$ cat src/rtl/core/assert_macros.svh
// Assertion macros used by the top level of the date-to-epoch converter.
`ifndef ASSERT_MACROS_SVH
`define ASSERT_MACROS_SVH

`ifndef SYNTHESIS

// Antecedent true implies consequent true in the same cycle.
`define ASSERT_IMPLIES(label, clk, rst, ante, cons) \
  label: assert property (@(posedge clk) disable iff (rst) (ante) |-> (cons)) \
    else $error("assertion failed");

// Antecedent true implies consequent true in the following cycle.
`define ASSERT_NEXT(label, clk, rst, ante, cons) \
  label: assert property (@(posedge clk) disable iff (rst) (ante) |=> (cons)) \
    else $error("assertion failed");

`else

`define ASSERT_IMPLIES(label, clk, rst, ante, cons)
`define ASSERT_NEXT(label, clk, rst, ante, cons)

`endif

`endif

$ cat src/rtl/core/idte_pkg.sv
// Package with types, constants and tables of the date-to-epoch converter.
`timescale 1ns / 1ps
`default_nettype none

package idte_pkg;

  // Characters recognised by the parser.
  localparam logic [7:0] CH_NUL   = 8'h00;
  localparam logic [7:0] CH_SPACE = 8'h20;
  localparam logic [7:0] CH_TAB   = 8'h09;
  localparam logic [7:0] CH_CR    = 8'h0D;
  localparam logic [7:0] CH_PLUS  = 8'h2B;
  localparam logic [7:0] CH_MINUS = 8'h2D;
  localparam logic [7:0] CH_ZERO  = 8'h30;
  localparam logic [7:0] CH_NINE  = 8'h39;
  localparam logic [7:0] CH_T     = 8'h54;
  localparam logic [7:0] CH_COLON = 8'h3A;

  // Field being read.
  localparam logic [2:0] PH_YEAR   = 3'd0;
  localparam logic [2:0] PH_MONTH  = 3'd1;
  localparam logic [2:0] PH_DAY    = 3'd2;
  localparam logic [2:0] PH_HOUR   = 3'd3;
  localparam logic [2:0] PH_MINUTE = 3'd4;
  localparam logic [2:0] PH_SECOND = 3'd5;

  // Position inside one number.
  localparam logic [1:0] NS_START  = 2'd0;
  localparam logic [1:0] NS_SIGN   = 2'd1;
  localparam logic [1:0] NS_DIGITS = 2'd2;

  // Year bias of 400 * 2^23 keeps the shifted year positive for the era division.
  localparam logic [33:0] YEAR_BIAS  = 34'd3355443200;
  localparam logic [23:0] ERA_OFFSET = 24'd8388608;
  // ceil(2^35 / 25): quotient by 25 of a 29-bit value is (v * RECIP_25) >> 35.
  localparam logic [30:0] RECIP_25   = 31'd1374389535;
  localparam int          RECIP_SHIFT = 35;

  typedef enum logic [2:0] {
    ST_PARSE,
    ST_BIAS,
    ST_DIV,
    ST_REM,
    ST_DOE,
    ST_DAYS,
    ST_PROD,
    ST_SUM
  } idte_state_t;

  typedef struct packed {
    logic take;
    logic bias;
    logic div;
    logic rem;
    logic doe;
    logic days;
    logic prod;
    logic load;
  } idte_cmd_t;

  typedef struct packed {
    logic end_char;
  } idte_status_t;

  // Separator that must follow each of the first five numbers.
  function automatic logic [7:0] sep_char(input logic [2:0] phase);
    logic [7:0] ch;
    case (phase)
      PH_YEAR, PH_MONTH: ch = CH_MINUS;
      PH_DAY:            ch = CH_T;
      default:           ch = CH_COLON;
    endcase
    return ch;
  endfunction

  // Days from the first of March to the first of the given month.
  function automatic logic [8:0] month_offset(input logic [3:0] month);
    logic [8:0] days;
    case (month)
      4'd3:    days = 9'd0;
      4'd4:    days = 9'd31;
      4'd5:    days = 9'd61;
      4'd6:    days = 9'd92;
      4'd7:    days = 9'd122;
      4'd8:    days = 9'd153;
      4'd9:    days = 9'd184;
      4'd10:   days = 9'd214;
      4'd11:   days = 9'd245;
      4'd12:   days = 9'd275;
      4'd1:    days = 9'd306;
      4'd2:    days = 9'd337;
      default: days = 9'd0;
    endcase
    return days;
  endfunction

endpackage

`default_nettype wire

$ cat src/rtl/core/idte_char_if.sv
// Stream interface that carries one text character per transfer.
`timescale 1ns / 1ps
`default_nettype none

interface idte_char_if;
  logic       valid;
  logic       ready;
  logic [7:0] char_byte;
  logic       last_char;

  modport source (output valid, output char_byte, output last_char, input ready);
  modport sink (input valid, input char_byte, input last_char, output ready);
endinterface

`default_nettype wire

$ cat src/rtl/core/idte_epoch_if.sv
// Stream interface that carries one converted timestamp per transfer.
`timescale 1ns / 1ps
`default_nettype none

interface idte_epoch_if;
  logic               valid;
  logic               ready;
  logic signed [56:0] epoch_seconds;
  logic               parse_ok;

  modport source (output valid, output epoch_seconds, output parse_ok, input ready);
  modport sink (input valid, input epoch_seconds, input parse_ok, output ready);
endinterface

`default_nettype wire

$ cat src/rtl/core/idte_ctrl.sv
// Controller state machine: parsing, the conversion sequence and the output handshake.
`timescale 1ns / 1ps
`default_nettype none

module idte_ctrl
  import idte_pkg::*;
(
  input  logic         clk,
  input  logic         rst,
  input  logic         in_valid,
  input  logic         out_ready,
  input  idte_status_t status,
  output logic         in_ready,
  output logic         out_valid,
  output idte_cmd_t    cmd
);

  idte_state_t state;
  idte_state_t state_next;
  logic        out_free;

  assign out_free = !out_valid || out_ready;

  always_ff @(posedge clk) begin
    if (rst) begin
      state     <= ST_PARSE;
      out_valid <= 1'b0;
    end else begin
      state <= state_next;
      if (cmd.load) begin
        out_valid <= 1'b1;
      end else if (out_ready) begin
        out_valid <= 1'b0;
      end
    end
  end

  always_comb begin
    state_next = state;
    unique case (state)
      ST_PARSE: begin
        if (in_valid && status.end_char) begin
          state_next = ST_BIAS;
        end
      end
      ST_BIAS: state_next = ST_DIV;
      ST_DIV:  state_next = ST_REM;
      ST_REM:  state_next = ST_DOE;
      ST_DOE:  state_next = ST_DAYS;
      ST_DAYS: state_next = ST_PROD;
      ST_PROD: state_next = ST_SUM;
      ST_SUM: begin
        if (out_free) begin
          state_next = ST_PARSE;
        end
      end
      default: state_next = ST_PARSE;
    endcase
  end

  always_comb begin
    in_ready = 1'b0;
    cmd      = '0;
    unique case (state)
      ST_PARSE: begin
        in_ready = 1'b1;
        cmd.take = in_valid;
      end
      ST_BIAS: cmd.bias = 1'b1;
      ST_DIV:  cmd.div  = 1'b1;
      ST_REM:  cmd.rem  = 1'b1;
      ST_DOE:  cmd.doe  = 1'b1;
      ST_DAYS: cmd.days = 1'b1;
      ST_PROD: cmd.prod = 1'b1;
      ST_SUM:  cmd.load = out_free;
      default: in_ready = 1'b0;
    endcase
  end

endmodule

`default_nettype wire

$ cat src/rtl/core/idte_datapath.sv
// Datapath: character parser, calendar arithmetic stages and output register.
`timescale 1ns / 1ps
`default_nettype none

module idte_datapath
  import idte_pkg::*;
#(
  parameter int MAX_DIGITS = 9
) (
  input  logic               clk,
  input  logic               rst,
  input  logic [7:0]         char_byte,
  input  logic               last_char,
  input  idte_cmd_t          cmd,
  output idte_status_t       status,
  output logic signed [56:0] epoch_seconds,
  output logic               parse_ok
);

  // Parser state.
  logic [2:0]         phase, phase_next;
  logic [1:0]         stage, stage_next;
  logic               neg, neg_next;
  logic [29:0]        acc, acc_next;
  logic [3:0]         cnt, cnt_next;
  logic signed [30:0] yr, yr_next;
  logic signed [30:0] mo, mo_next;
  logic signed [30:0] dy, dy_next;
  logic signed [30:0] hr, hr_next;
  logic signed [30:0] mi, mi_next;
  logic signed [30:0] sc, sc_next;
  logic               failed, failed_next;
  logic               done, done_next;

  logic               end_char;
  logic               is_digit;
  logic               is_space;
  logic [3:0]         digit;
  logic signed [30:0] val_cur;
  logic signed [30:0] val_fin;
  logic               ok_next;

  // Conversion stages.
  logic               calc_ok;
  logic [33:0]        ys;
  logic [33:0]        u_sum;
  logic [32:0]        u_r;
  logic [59:0]        prod;
  logic [23:0]        q_r;
  logic [32:0]        qx400;
  logic [8:0]         yoe_r;
  logic signed [23:0] era_r;
  logic [1:0]         cent;
  logic [8:0]         doy;
  logic [17:0]        doe_r;
  logic signed [41:0] em_r;
  logic signed [41:0] days_r;
  logic [36:0]        plo_r;
  logic signed [43:0] hms_r;
  logic signed [39:0] phi;
  logic [59:0]        total;

  assign end_char        = (char_byte == CH_NUL) || last_char;
  assign status.end_char = end_char;
  assign is_digit        = (char_byte >= CH_ZERO) && (char_byte <= CH_NINE);
  assign is_space        = (char_byte == CH_SPACE) ||
                           ((char_byte >= CH_TAB) && (char_byte <= CH_CR));
  assign digit           = char_byte[3:0];
  assign val_cur         = neg ? -$signed({1'b0, acc}) : $signed({1'b0, acc});

  always_comb begin
    phase_next  = phase;
    stage_next  = stage;
    neg_next    = neg;
    acc_next    = acc;
    cnt_next    = cnt;
    yr_next     = yr;
    mo_next     = mo;
    dy_next     = dy;
    hr_next     = hr;
    mi_next     = mi;
    sc_next     = sc;
    failed_next = failed;
    done_next   = done;
    val_fin     = '0;
    ok_next     = 1'b0;

    if (cmd.take && (char_byte != CH_NUL) && !failed && !done) begin
      if ((stage == NS_START) && is_space) begin
        stage_next = stage;
      end else if ((stage == NS_START) &&
                   ((char_byte == CH_PLUS) || (char_byte == CH_MINUS))) begin
        neg_next   = (char_byte == CH_MINUS);
        stage_next = NS_SIGN;
      end else if (stage != NS_DIGITS) begin
        if (is_digit) begin
          stage_next = NS_DIGITS;
          acc_next   = 30'(digit);
          cnt_next   = 4'd1;
        end else begin
          failed_next = 1'b1;
        end
      end else if (is_digit) begin
        if (cnt >= 4'(MAX_DIGITS)) begin
          failed_next = 1'b1;
        end else begin
          acc_next = 30'((34'(acc) << 3) + (34'(acc) << 1) + 34'(digit));
          cnt_next = cnt + 4'd1;
        end
      end else begin
        // A non-digit closes the current number.
        case (phase)
          PH_YEAR:   yr_next = val_cur;
          PH_MONTH:  mo_next = val_cur;
          PH_DAY:    dy_next = val_cur;
          PH_HOUR:   hr_next = val_cur;
          PH_MINUTE: mi_next = val_cur;
          default:   sc_next = val_cur;
        endcase
        if (phase >= PH_SECOND) begin
          done_next = 1'b1;
        end else if (char_byte == sep_char(phase)) begin
          phase_next = phase + 3'd1;
          stage_next = NS_START;
          neg_next   = 1'b0;
          acc_next   = '0;
          cnt_next   = '0;
        end else begin
          failed_next = 1'b1;
        end
      end
    end

    // The text may end inside the seconds digits.
    if (cmd.take && end_char) begin
      val_fin = neg_next ? -$signed({1'b0, acc_next}) : $signed({1'b0, acc_next});
      if (!failed_next && !done_next && (phase_next == PH_SECOND) &&
          (stage_next == NS_DIGITS)) begin
        sc_next   = val_fin;
        done_next = 1'b1;
      end
      ok_next = done_next && !failed_next &&
                (mo_next >= 31'sd1) && (mo_next <= 31'sd12) &&
                (dy_next >= 31'sd1) && (dy_next <= 31'sd31);
    end
  end

  always_ff @(posedge clk) begin
    if (rst || cmd.load) begin
      phase  <= PH_YEAR;
      stage  <= NS_START;
      neg    <= 1'b0;
      acc    <= '0;
      cnt    <= '0;
      yr     <= '0;
      mo     <= '0;
      dy     <= '0;
      hr     <= '0;
      mi     <= '0;
      sc     <= '0;
      failed <= 1'b0;
      done   <= 1'b0;
    end else begin
      phase  <= phase_next;
      stage  <= stage_next;
      neg    <= neg_next;
      acc    <= acc_next;
      cnt    <= cnt_next;
      yr     <= yr_next;
      mo     <= mo_next;
      dy     <= dy_next;
      hr     <= hr_next;
      mi     <= mi_next;
      sc     <= sc_next;
      failed <= failed_next;
      done   <= done_next;
    end
  end

  // Calendar arithmetic: the year is shifted to start in March, biased positive
  // and split into 400-year eras by a reciprocal multiplication.
  assign ys    = 34'(yr) - ((mo <= 31'sd2) ? 34'd1 : 34'd0);
  assign u_sum = ys + YEAR_BIAS;
  assign prod  = 60'(u_r[32:4]) * 60'(RECIP_25);
  assign qx400 = 33'(q_r) * 33'd400;
  assign cent  = (yoe_r >= 9'd300) ? 2'd3 :
                 (yoe_r >= 9'd200) ? 2'd2 :
                 (yoe_r >= 9'd100) ? 2'd1 : 2'd0;
  assign doy   = month_offset(mo[3:0]) + 9'(dy[4:0]) - 9'd1;
  assign phi   = 40'($signed(days_r[41:20])) * 40'sd86400;
  assign total = (60'(phi) << 20) + 60'(plo_r) + 60'(hms_r);

  always_ff @(posedge clk) begin
    if (cmd.take && end_char) begin
      calc_ok <= ok_next;
    end
    if (cmd.bias) begin
      u_r <= u_sum[32:0];
    end
    if (cmd.div) begin
      q_r <= prod[RECIP_SHIFT+23:RECIP_SHIFT];
    end
    if (cmd.rem) begin
      yoe_r <= 9'(u_r - qx400);
      era_r <= $signed(q_r - ERA_OFFSET);
    end
    if (cmd.doe) begin
      doe_r <= 18'(yoe_r) * 18'd365 + 18'(yoe_r[8:2]) - 18'(cent) + 18'(doy);
      em_r  <= 42'(era_r) * 42'sd146097;
    end
    if (cmd.days) begin
      days_r <= em_r + $signed(42'(doe_r)) - 42'sd719468;
    end
    if (cmd.prod) begin
      plo_r <= 37'(days_r[19:0]) * 37'd86400;
      hms_r <= 44'(hr) * 44'sd3600 + 44'(mi) * 44'sd60 + 44'(sc);
    end
    if (cmd.load) begin
      epoch_seconds <= calc_ok ? $signed(total[56:0]) : '0;
      parse_ok      <= calc_ok;
    end
  end

endmodule

`default_nettype wire

$ cat src/rtl/core/iso_datetime_to_epoch.sv
// Top level of the converter from ISO date-time text to signed Unix seconds.
//
//   Channel     Modport  Payload                          Moves per transfer
//   char_in     sink     char_byte[7:0], last_char        one text character
//   epoch_out   source   epoch_seconds[56:0], parse_ok    one converted timestamp
//
// Characters are taken at one per cycle while the text is being parsed.
// The byte that ends the text (a zero byte or one marked last_char) starts the
// conversion sequence of bias, division, remainder, day-of-era, days, product
// and sum steps in the shared calendar datapath; char_in is not ready meanwhile.
// A result waiting on epoch_out holds the final step, and with it char_in, until
// the sink takes it. Synchronous reset clears the parser and the output valid.
`timescale 1ns / 1ps
`default_nettype none

`include "assert_macros.svh"

module iso_datetime_to_epoch
  import idte_pkg::*;
#(
  parameter int MAX_DIGITS = 9
) (
  input  logic clk,
  input  logic rst,
  idte_char_if.sink    char_in,
  idte_epoch_if.source epoch_out
);

  // Command and status between the controller and the datapath.
  idte_cmd_t    cmd;
  idte_status_t status;

  // The controller sequences parsing, the arithmetic steps and the output transfer.
  idte_ctrl u_ctrl (
    .clk       (clk),
    .rst       (rst),
    .in_valid  (char_in.valid),
    .out_ready (epoch_out.ready),
    .status    (status),
    .in_ready  (char_in.ready),
    .out_valid (epoch_out.valid),
    .cmd       (cmd)
  );

  // The datapath holds the parsed fields, the arithmetic stages and the result.
  idte_datapath #(
    .MAX_DIGITS (MAX_DIGITS)
  ) u_datapath (
    .clk           (clk),
    .rst           (rst),
    .char_byte     (char_in.char_byte),
    .last_char     (char_in.last_char),
    .cmd           (cmd),
    .status        (status),
    .epoch_seconds (epoch_out.epoch_seconds),
    .parse_ok      (epoch_out.parse_ok)
  );

  // After the transfer that ends a text no further character is taken at once.
  `ASSERT_NEXT(a_end_holds_input, clk, rst, char_in.valid && char_in.ready && status.end_char, !char_in.ready)
  // A failed parse always reports zero seconds.
  `ASSERT_IMPLIES(a_fail_is_zero, clk, rst, epoch_out.valid && !epoch_out.parse_ok, epoch_out.epoch_seconds == '0)
  // A new result is loaded only when the output register is free.
  `ASSERT_IMPLIES(a_load_when_free, clk, rst, cmd.load, !epoch_out.valid || epoch_out.ready)
  // Characters are never taken while the conversion sequence runs.
  `ASSERT_IMPLIES(a_no_take_in_calc, clk, rst, cmd.bias || cmd.div || cmd.rem || cmd.doe, !char_in.ready)

endmodule

`default_nettype wire
$ cat src/flat_wrapper.sv
// flat-port wrapper written by rule: the top's interface ports become plain ports
module iso_datetime_to_epoch_flat import idte_pkg::*;
#(
  parameter int MAX_DIGITS = 9
)
  (clk, rst, char_in_valid, char_in_char_byte, char_in_last_char, char_in_ready, epoch_out_valid, epoch_out_epoch_seconds, epoch_out_parse_ok, epoch_out_ready);
  idte_char_if char_in_i ();
  idte_epoch_if epoch_out_i ();
  input  logic clk;
  input  logic rst;
  input wire logic [$bits(char_in_i.valid)-1:0] char_in_valid;
  input wire logic [$bits(char_in_i.char_byte)-1:0] char_in_char_byte;
  input wire logic [$bits(char_in_i.last_char)-1:0] char_in_last_char;
  output wire logic [$bits(char_in_i.ready)-1:0] char_in_ready;
  output wire logic [$bits(epoch_out_i.valid)-1:0] epoch_out_valid;
  output wire logic [$bits(epoch_out_i.epoch_seconds)-1:0] epoch_out_epoch_seconds;
  output wire logic [$bits(epoch_out_i.parse_ok)-1:0] epoch_out_parse_ok;
  input wire logic [$bits(epoch_out_i.ready)-1:0] epoch_out_ready;
  assign char_in_i.valid = char_in_valid;
  assign char_in_i.char_byte = char_in_char_byte;
  assign char_in_i.last_char = char_in_last_char;
  assign char_in_ready = char_in_i.ready;
  assign epoch_out_valid = epoch_out_i.valid;
  assign epoch_out_epoch_seconds = epoch_out_i.epoch_seconds;
  assign epoch_out_parse_ok = epoch_out_i.parse_ok;
  assign epoch_out_i.ready = epoch_out_ready;
  iso_datetime_to_epoch #(.MAX_DIGITS(MAX_DIGITS)) u_core (.clk(clk), .rst(rst), .char_in(char_in_i), .epoch_out(epoch_out_i));
endmodule
$ cat config.mk
export PLATFORM = sky130hd
export DESIGN_NAME = iso_datetime_to_epoch_flat
export DESIGN_NICKNAME = d
export VERILOG_FILES = /design/src/rtl/core/idte_pkg.sv /design/src/rtl/core/idte_char_if.sv /design/src/rtl/core/idte_epoch_if.sv /design/src/rtl/core/idte_ctrl.sv /design/src/rtl/core/idte_datapath.sv /design/src/rtl/core/iso_datetime_to_epoch.sv /design/src/flat_wrapper.sv
export VERILOG_INCLUDE_DIRS = /design/src /design/src/rtl/core
export SDC_FILE = /design/constraint.sdc
export NUM_CORES = 2
export LEC_CHECK = 0
export BUFFER_PORTS_ARGS = -buffer_cell sky130_fd_sc_hd__buf_4
export CORE_MARGIN = 8
export CORE_UTILIZATION = 45
export CTS_CLUSTER_DIAMETER = 150
export DETAILED_ROUTE_END_ITERATION = 8
export SYNTH_ARGS = -nofsm -noshare
export SYNTH_HDL_FRONTEND = slang
export SYNTH_SLANG_ARGS = --single-unit
$ cat constraint.sdc
create_clock -name clk -period 17 [get_ports clk]
set_input_delay 5.1 -clock clk [delete_from_list [all_inputs] [get_ports clk]]
set_output_delay 5.1 -clock clk [all_outputs]
set_load 0.05 [all_outputs]
### Word level (Yosys, flattened, before mapping)

Memories as Yosys holds them, arrays and structs flattened. A register that Yosys moved wholly into a read port is not among the register bits.
Cells that the tools add are included.

* multiply operators: 8
* equality and inequality tests: 23
* reduce and logical (&&, ||, !) cells: 41
* mux-type cells: 103
* bitwise gates (word level): 4
* add/subtract/negate cells: 21
* order comparisons: 14

Operators with widths (number)
* $mux W31: 22
* $mux W30: 9
* $ge A31 B2 Y1 const B: 2
* $neg A30 Y31: 2
* $mul A29 B31 Y59 const B: 1
* $add A57 B37 Y57: 1
* $add A57 B57 Y57: 1
* $mux W8: 6
* $add A44 B31 Y44: 1
* $add A44 B38 Y44: 1
* $add A42 B19 Y42: 1
* $mul A24 B19 Y42 const B: 1
* $sub A42 B21 Y42 const B: 1
* $mul A31 B9 Y40 const B: 1
* $mux W1: 38
* $mul A31 B5 Y36 const B: 1
* $add A32 B33 Y33 const B: 1
* $sub A31 B2 Y32: 1
* $le A31 B3 Y1 const B: 1
* $le A31 B5 Y1 const B: 1
* $le A31 B6 Y1 const B: 1
* $add A30 B30 Y30: 1
* $add A30 B4 Y30: 1
* $mul A20 B10 Y30 const B: 1
* other kinds (48): 117

* memories kept: 1
* ROM bits: 144
* register bits after elaboration: 557
* word-level logic and storage cells: 242
* bits of input ports: 13

Memory list
* (name not given): words 16, width 9, read ports 1, clocked after Yosys merged registers in 1, write ports 0, line idte_pkg.sv:79 `case (month)`

### Longest topological paths before layout

* depth in word-level cells: 28
* mapped depth: 31
* mapped depth without buffers: 30

### Hierarchy

Synthesis repeated with hierarchy kept, for this count alone.

* cells, all modules: 7604
* area, all modules: 72858.6 µm²

Modules (own cells, without submodules)
* idte_datapath: area each 72535.8 µm², cells each 7566, times used 1, seq. area each 14503.9 µm²
* idte_ctrl: area each 322.8 µm², cells each 38, times used 1, seq. area each 80.1 µm²

### Least setup slack after synthesis

No wires, ideal clock.

* kind: input to register
* from: input port epoch_out_ready
* to: register (tool-made name)
* path slack: 7593 ps
* data arrival time: 9273 ps
* cell stages on the path: 7
* buffers on the path: 0
* path through: nor2b_1 -> nor2_1 -> nor2_1 -> nand2b_1 -> inv_1 -> ha_1 -> mux4_2

RTL lines
* start, declared: line flat_wrapper.sv:18 `input wire logic [$bits(epoch_out_i.ready)-1:0] epoch_out_ready;`

### Worst setup path after layout

* from: input port char_in_char_byte[3]
* to: register u_core.u_datapath.sc[29]

* longest elaborated chain between the ends: 14
* elaborated cells between the ends (all ways): 82
* classes of those cells: 2 x add/sub; 4 x order compare; 6 x eq/ne; 52 x mux; 18 x reduce/logical

RTL lines
* start, declared: line flat_wrapper.sv:12 `input wire logic [$bits(char_in_i.char_byte)-1:0] char_in_char_byte;`
* branches (longest 13 deep; another with $neg A30 Y31)
* $mux W31 (*): line idte_datapath.sv:135 `if (cmd.take && end_char) begin`
* end signal, assigned: line idte_datapath.sv:174 `sc <= sc_next;`
* end, declared: line idte_datapath.sv:31 `logic signed [30:0] sc, sc_next;`

Every way passes the cells marked *.
A chain may end at the register's enable or synchronous reset.

==> run metrics <==
die area=0.175 mm^2; WL met2=79.3 mm; routed vias=51166; distinct cell type count after synthesis=109; port buffer count=72; crit path cell chain=buf_4 > fa_1 > inv_1 > fa_1 > nand2b_1 > a211oi_1 > o2111ai_1 > a31oi_1 > o21ai_0 > a221oi_4 > nand4_1 > or2_1 > o41ai_2 > xor2_1 > o22ai_1; largest stage delay on the critical path=690 ps; Seq/Total Area, Yosys=20.0%; largest family of logic cells by synthesized area=adder cells; Top FF cell, synth=edfxtp_1; Setup-failing EPs final=0; Mapped Area=0.0729 mm^2; fin area=0.0785 mm^2; Num CTS Buffers=70; P_leak=39.3 nW; syn_area_per_cell=9.61 um^2; Final Hold Vio Count=0; hold path start=u_core.u_datapath.u_r[0]; PwrDens=122 mW/mm^2; DRC viols=0; adder-cell share of the synthesized area=43.7%; Slew headroom=23.8%; remaining antenna violation count=0; CP arrival=9390 ps; CTS Sinks=566; Crit. Startpoint=char_in_char_byte[3]; Top Metal Used=met4; CP dominant cell by count=fa_1; Post-Synth Simple-Gate Area=8.51%; drt wl/cell=17.3 um; Worst Tran Pin Value=1140 ps; Mapped Cells=7585; slowest stage cell, crit path=a211oi_1; Worst VDD drop=0.292 mV; number of I/O pins=73; status=finished, final reports clean; Initial Util=45.3%; M1 WL=81.9 mm; worst skew pair latency=670 ps; crit path launch type=input port; PostCTS Resize Cnt=0; post-layout net count=9744; root buffer cell=clkbuf_16; CP Buf/Inv Count=2; unrepaired setup endpoints after global routing=no; mux contribution to synthesized area=0.451%; GRT Overall Usage=19.5%; Tightest Hold Check Type=reg -> reg; H-tree lvl count=3; Iteration-0 DRC Markers=2854; Placement Cell Area=0.0761 mm^2; die height=418 um; MaxCap Viol Count=0; Max clock buf depth=3; final setup TNS=0 ps; CP top delay family=compound AO/OA/AOI/OAI gates; Core ar.=0.161 mm^2; Tcrit/Tclk final=52.0%; Pwr Total=9.61 mW; first-pass GRT wire length=278 mm; vias in the first global route=51984; layout cells sized above 1=4.15%; Via density=5.18; gpl congestion=0.903; minimum clock period=8840 ps; hpwl dp=145 mm; Crit path required time=17540 ps; DRT Pass-1 Iters=5; pin count of the biggest net entering global routing=73; Syn Nets=9668; Setup crit end kind=flip-flop; WL final=171 mm; row cnt=147; Antenna Cells=0; Area growth, synth to finish=7.76%; gr ovfl total=0; Clk pin slew, worst setup/hold paths=60 ps; compound-cell area share of the yosys netlist=12.9%; number of synthesis warnings=0; Die X=418 um; WL met3=6.19 mm; Pins Over Slew Limit=0; Post-CTS Setup Bufs=0; worst reg2reg startpoint=u_core.u_datapath.u_r[30]; crit path max fanout=12; Peak Freq=113 MHz; initial antenna violation count=0; most common cell after layout, fill and taps aside=inv_1; most frequent cells in the layout=inv_1 (1653), ha_1 (1278), fa_1 (792); cts hold-fix bufs=0; flops & latches, synth=566; Clock Skews=48.4 ps; ys async rst share=0%; critical path class=in -> reg; Post-Synth XOR/XNOR Area=5.31%; CTS tree=yes; Post-synth EDFFs=325
## path summary, 6_finish.rpt
path	end	slack, ps	cells past startpoint
max	u_core.u_datapath.sc[29]	8160	15
min	u_core.u_datapath.yoe_r[0]	390	0
max reg2reg	u_core.u_datapath.q_r[21]	8560	26
min reg2reg	u_core.u_datapath.yoe_r[0]	390	0
## per-stage QoR
step / instances / utilization [%] / worst slack, ps / hold slack, ps
CTS: 9876 / 48.9 / 8220 / 386
detailed placement: 9749 / 47.4 / 7470 / 405
finish: 9876 / 48.9 / 8160 / 393
global placement: 9749 / 47.4 / 7540 / 401
floorplan: 7585 / - / 7590 / 400
global route: 9876 / 48.9 / 7890 / 393
## report_power, final
group          internal [mW]  switching [mW]
clock network          0.884           0.638
registers               1.74          0.0312
logic                   2.72            3.60
total                   5.34            4.27
## Yosys cell counts (all sizes together) (57+ instances only)
cell type / count / area (um^2)
a21oi: 387 / 1940
nor2: 444 / 1670
xor2: 185 / 1630
a21o: 179 / 1340
fa: 792 / 15900
edfxtp: 325 / 9760
dfxtp: 241 / 4820
o21ai: 231 / 1170
nand2: 292 / 1100
a211oi: 184 / 1400
clkbuf: 102 / 383
and2: 72 / 450
nor3: 85 / 453
inv: 1653 / 6200
a31oi: 60 / 375
nor2b: 57 / 357
xnor2: 253 / 2220
nand3: 78 / 390
ha: 1278 / 16000
## per-layer routing
layer / vias up / global-route usage (%)
li1: 25465 / -
met1: 24699 / 27.2
met2: 798 / 32.7
met3: 204 / 1.94
met4: 0 / 4.54
met5: - / 0
## flip-flops by register name, summed over array words and instances, names as in the netlist, 2 cells and up, named ones only
signal,count
u_core.u_datapath.stage,2
u_core.u_datapath.yr,31
u_core.u_datapath.mo,31
u_core.u_datapath.em_r,42
u_core.u_datapath.u_r,33
u_core.u_datapath.yoe_r,9
u_core.u_datapath.sc,31
u_core.u_datapath.hms_r,44
u_core.u_datapath.plo_r,30
u_core.u_datapath.epoch_seconds,57
u_core.u_datapath.era_r,24
u_core.u_datapath.days_r,42
u_core.u_datapath.phase,3
u_core.u_datapath.acc,30
u_core.u_datapath.cnt,4
u_core.u_datapath.dy,31
u_core.u_datapath.q_r,24
u_core.u_ctrl.state,3
u_core.u_datapath.doe_r,18
u_core.u_datapath.hr,31
u_core.u_datapath.mi,31
## area by class of cell
class	instances	area, um^2
Sequential cell	566	14600
Clock inverter	36	449
Timing Repair Buffer	124	931
Multi-Input combinational cell	5246	51700
Tap cell	2160	2700
Fill cell	15074	82200
Clock buffer	91	1940
Inverter	1653	6200
## cell families (layout without fill, tap and decap cells)
family	count (synthesis)	after routing
adders and majority gates	2070	2070
buffers and inverters	1773	1904
AOI/OAI and AO/OA	1419	1419
and+or+nand+nor	1287	1287
xor gates and xnor gates	439	439
DFF	566	566
muxes	31	31
Power figures use the tool's default switching activity.
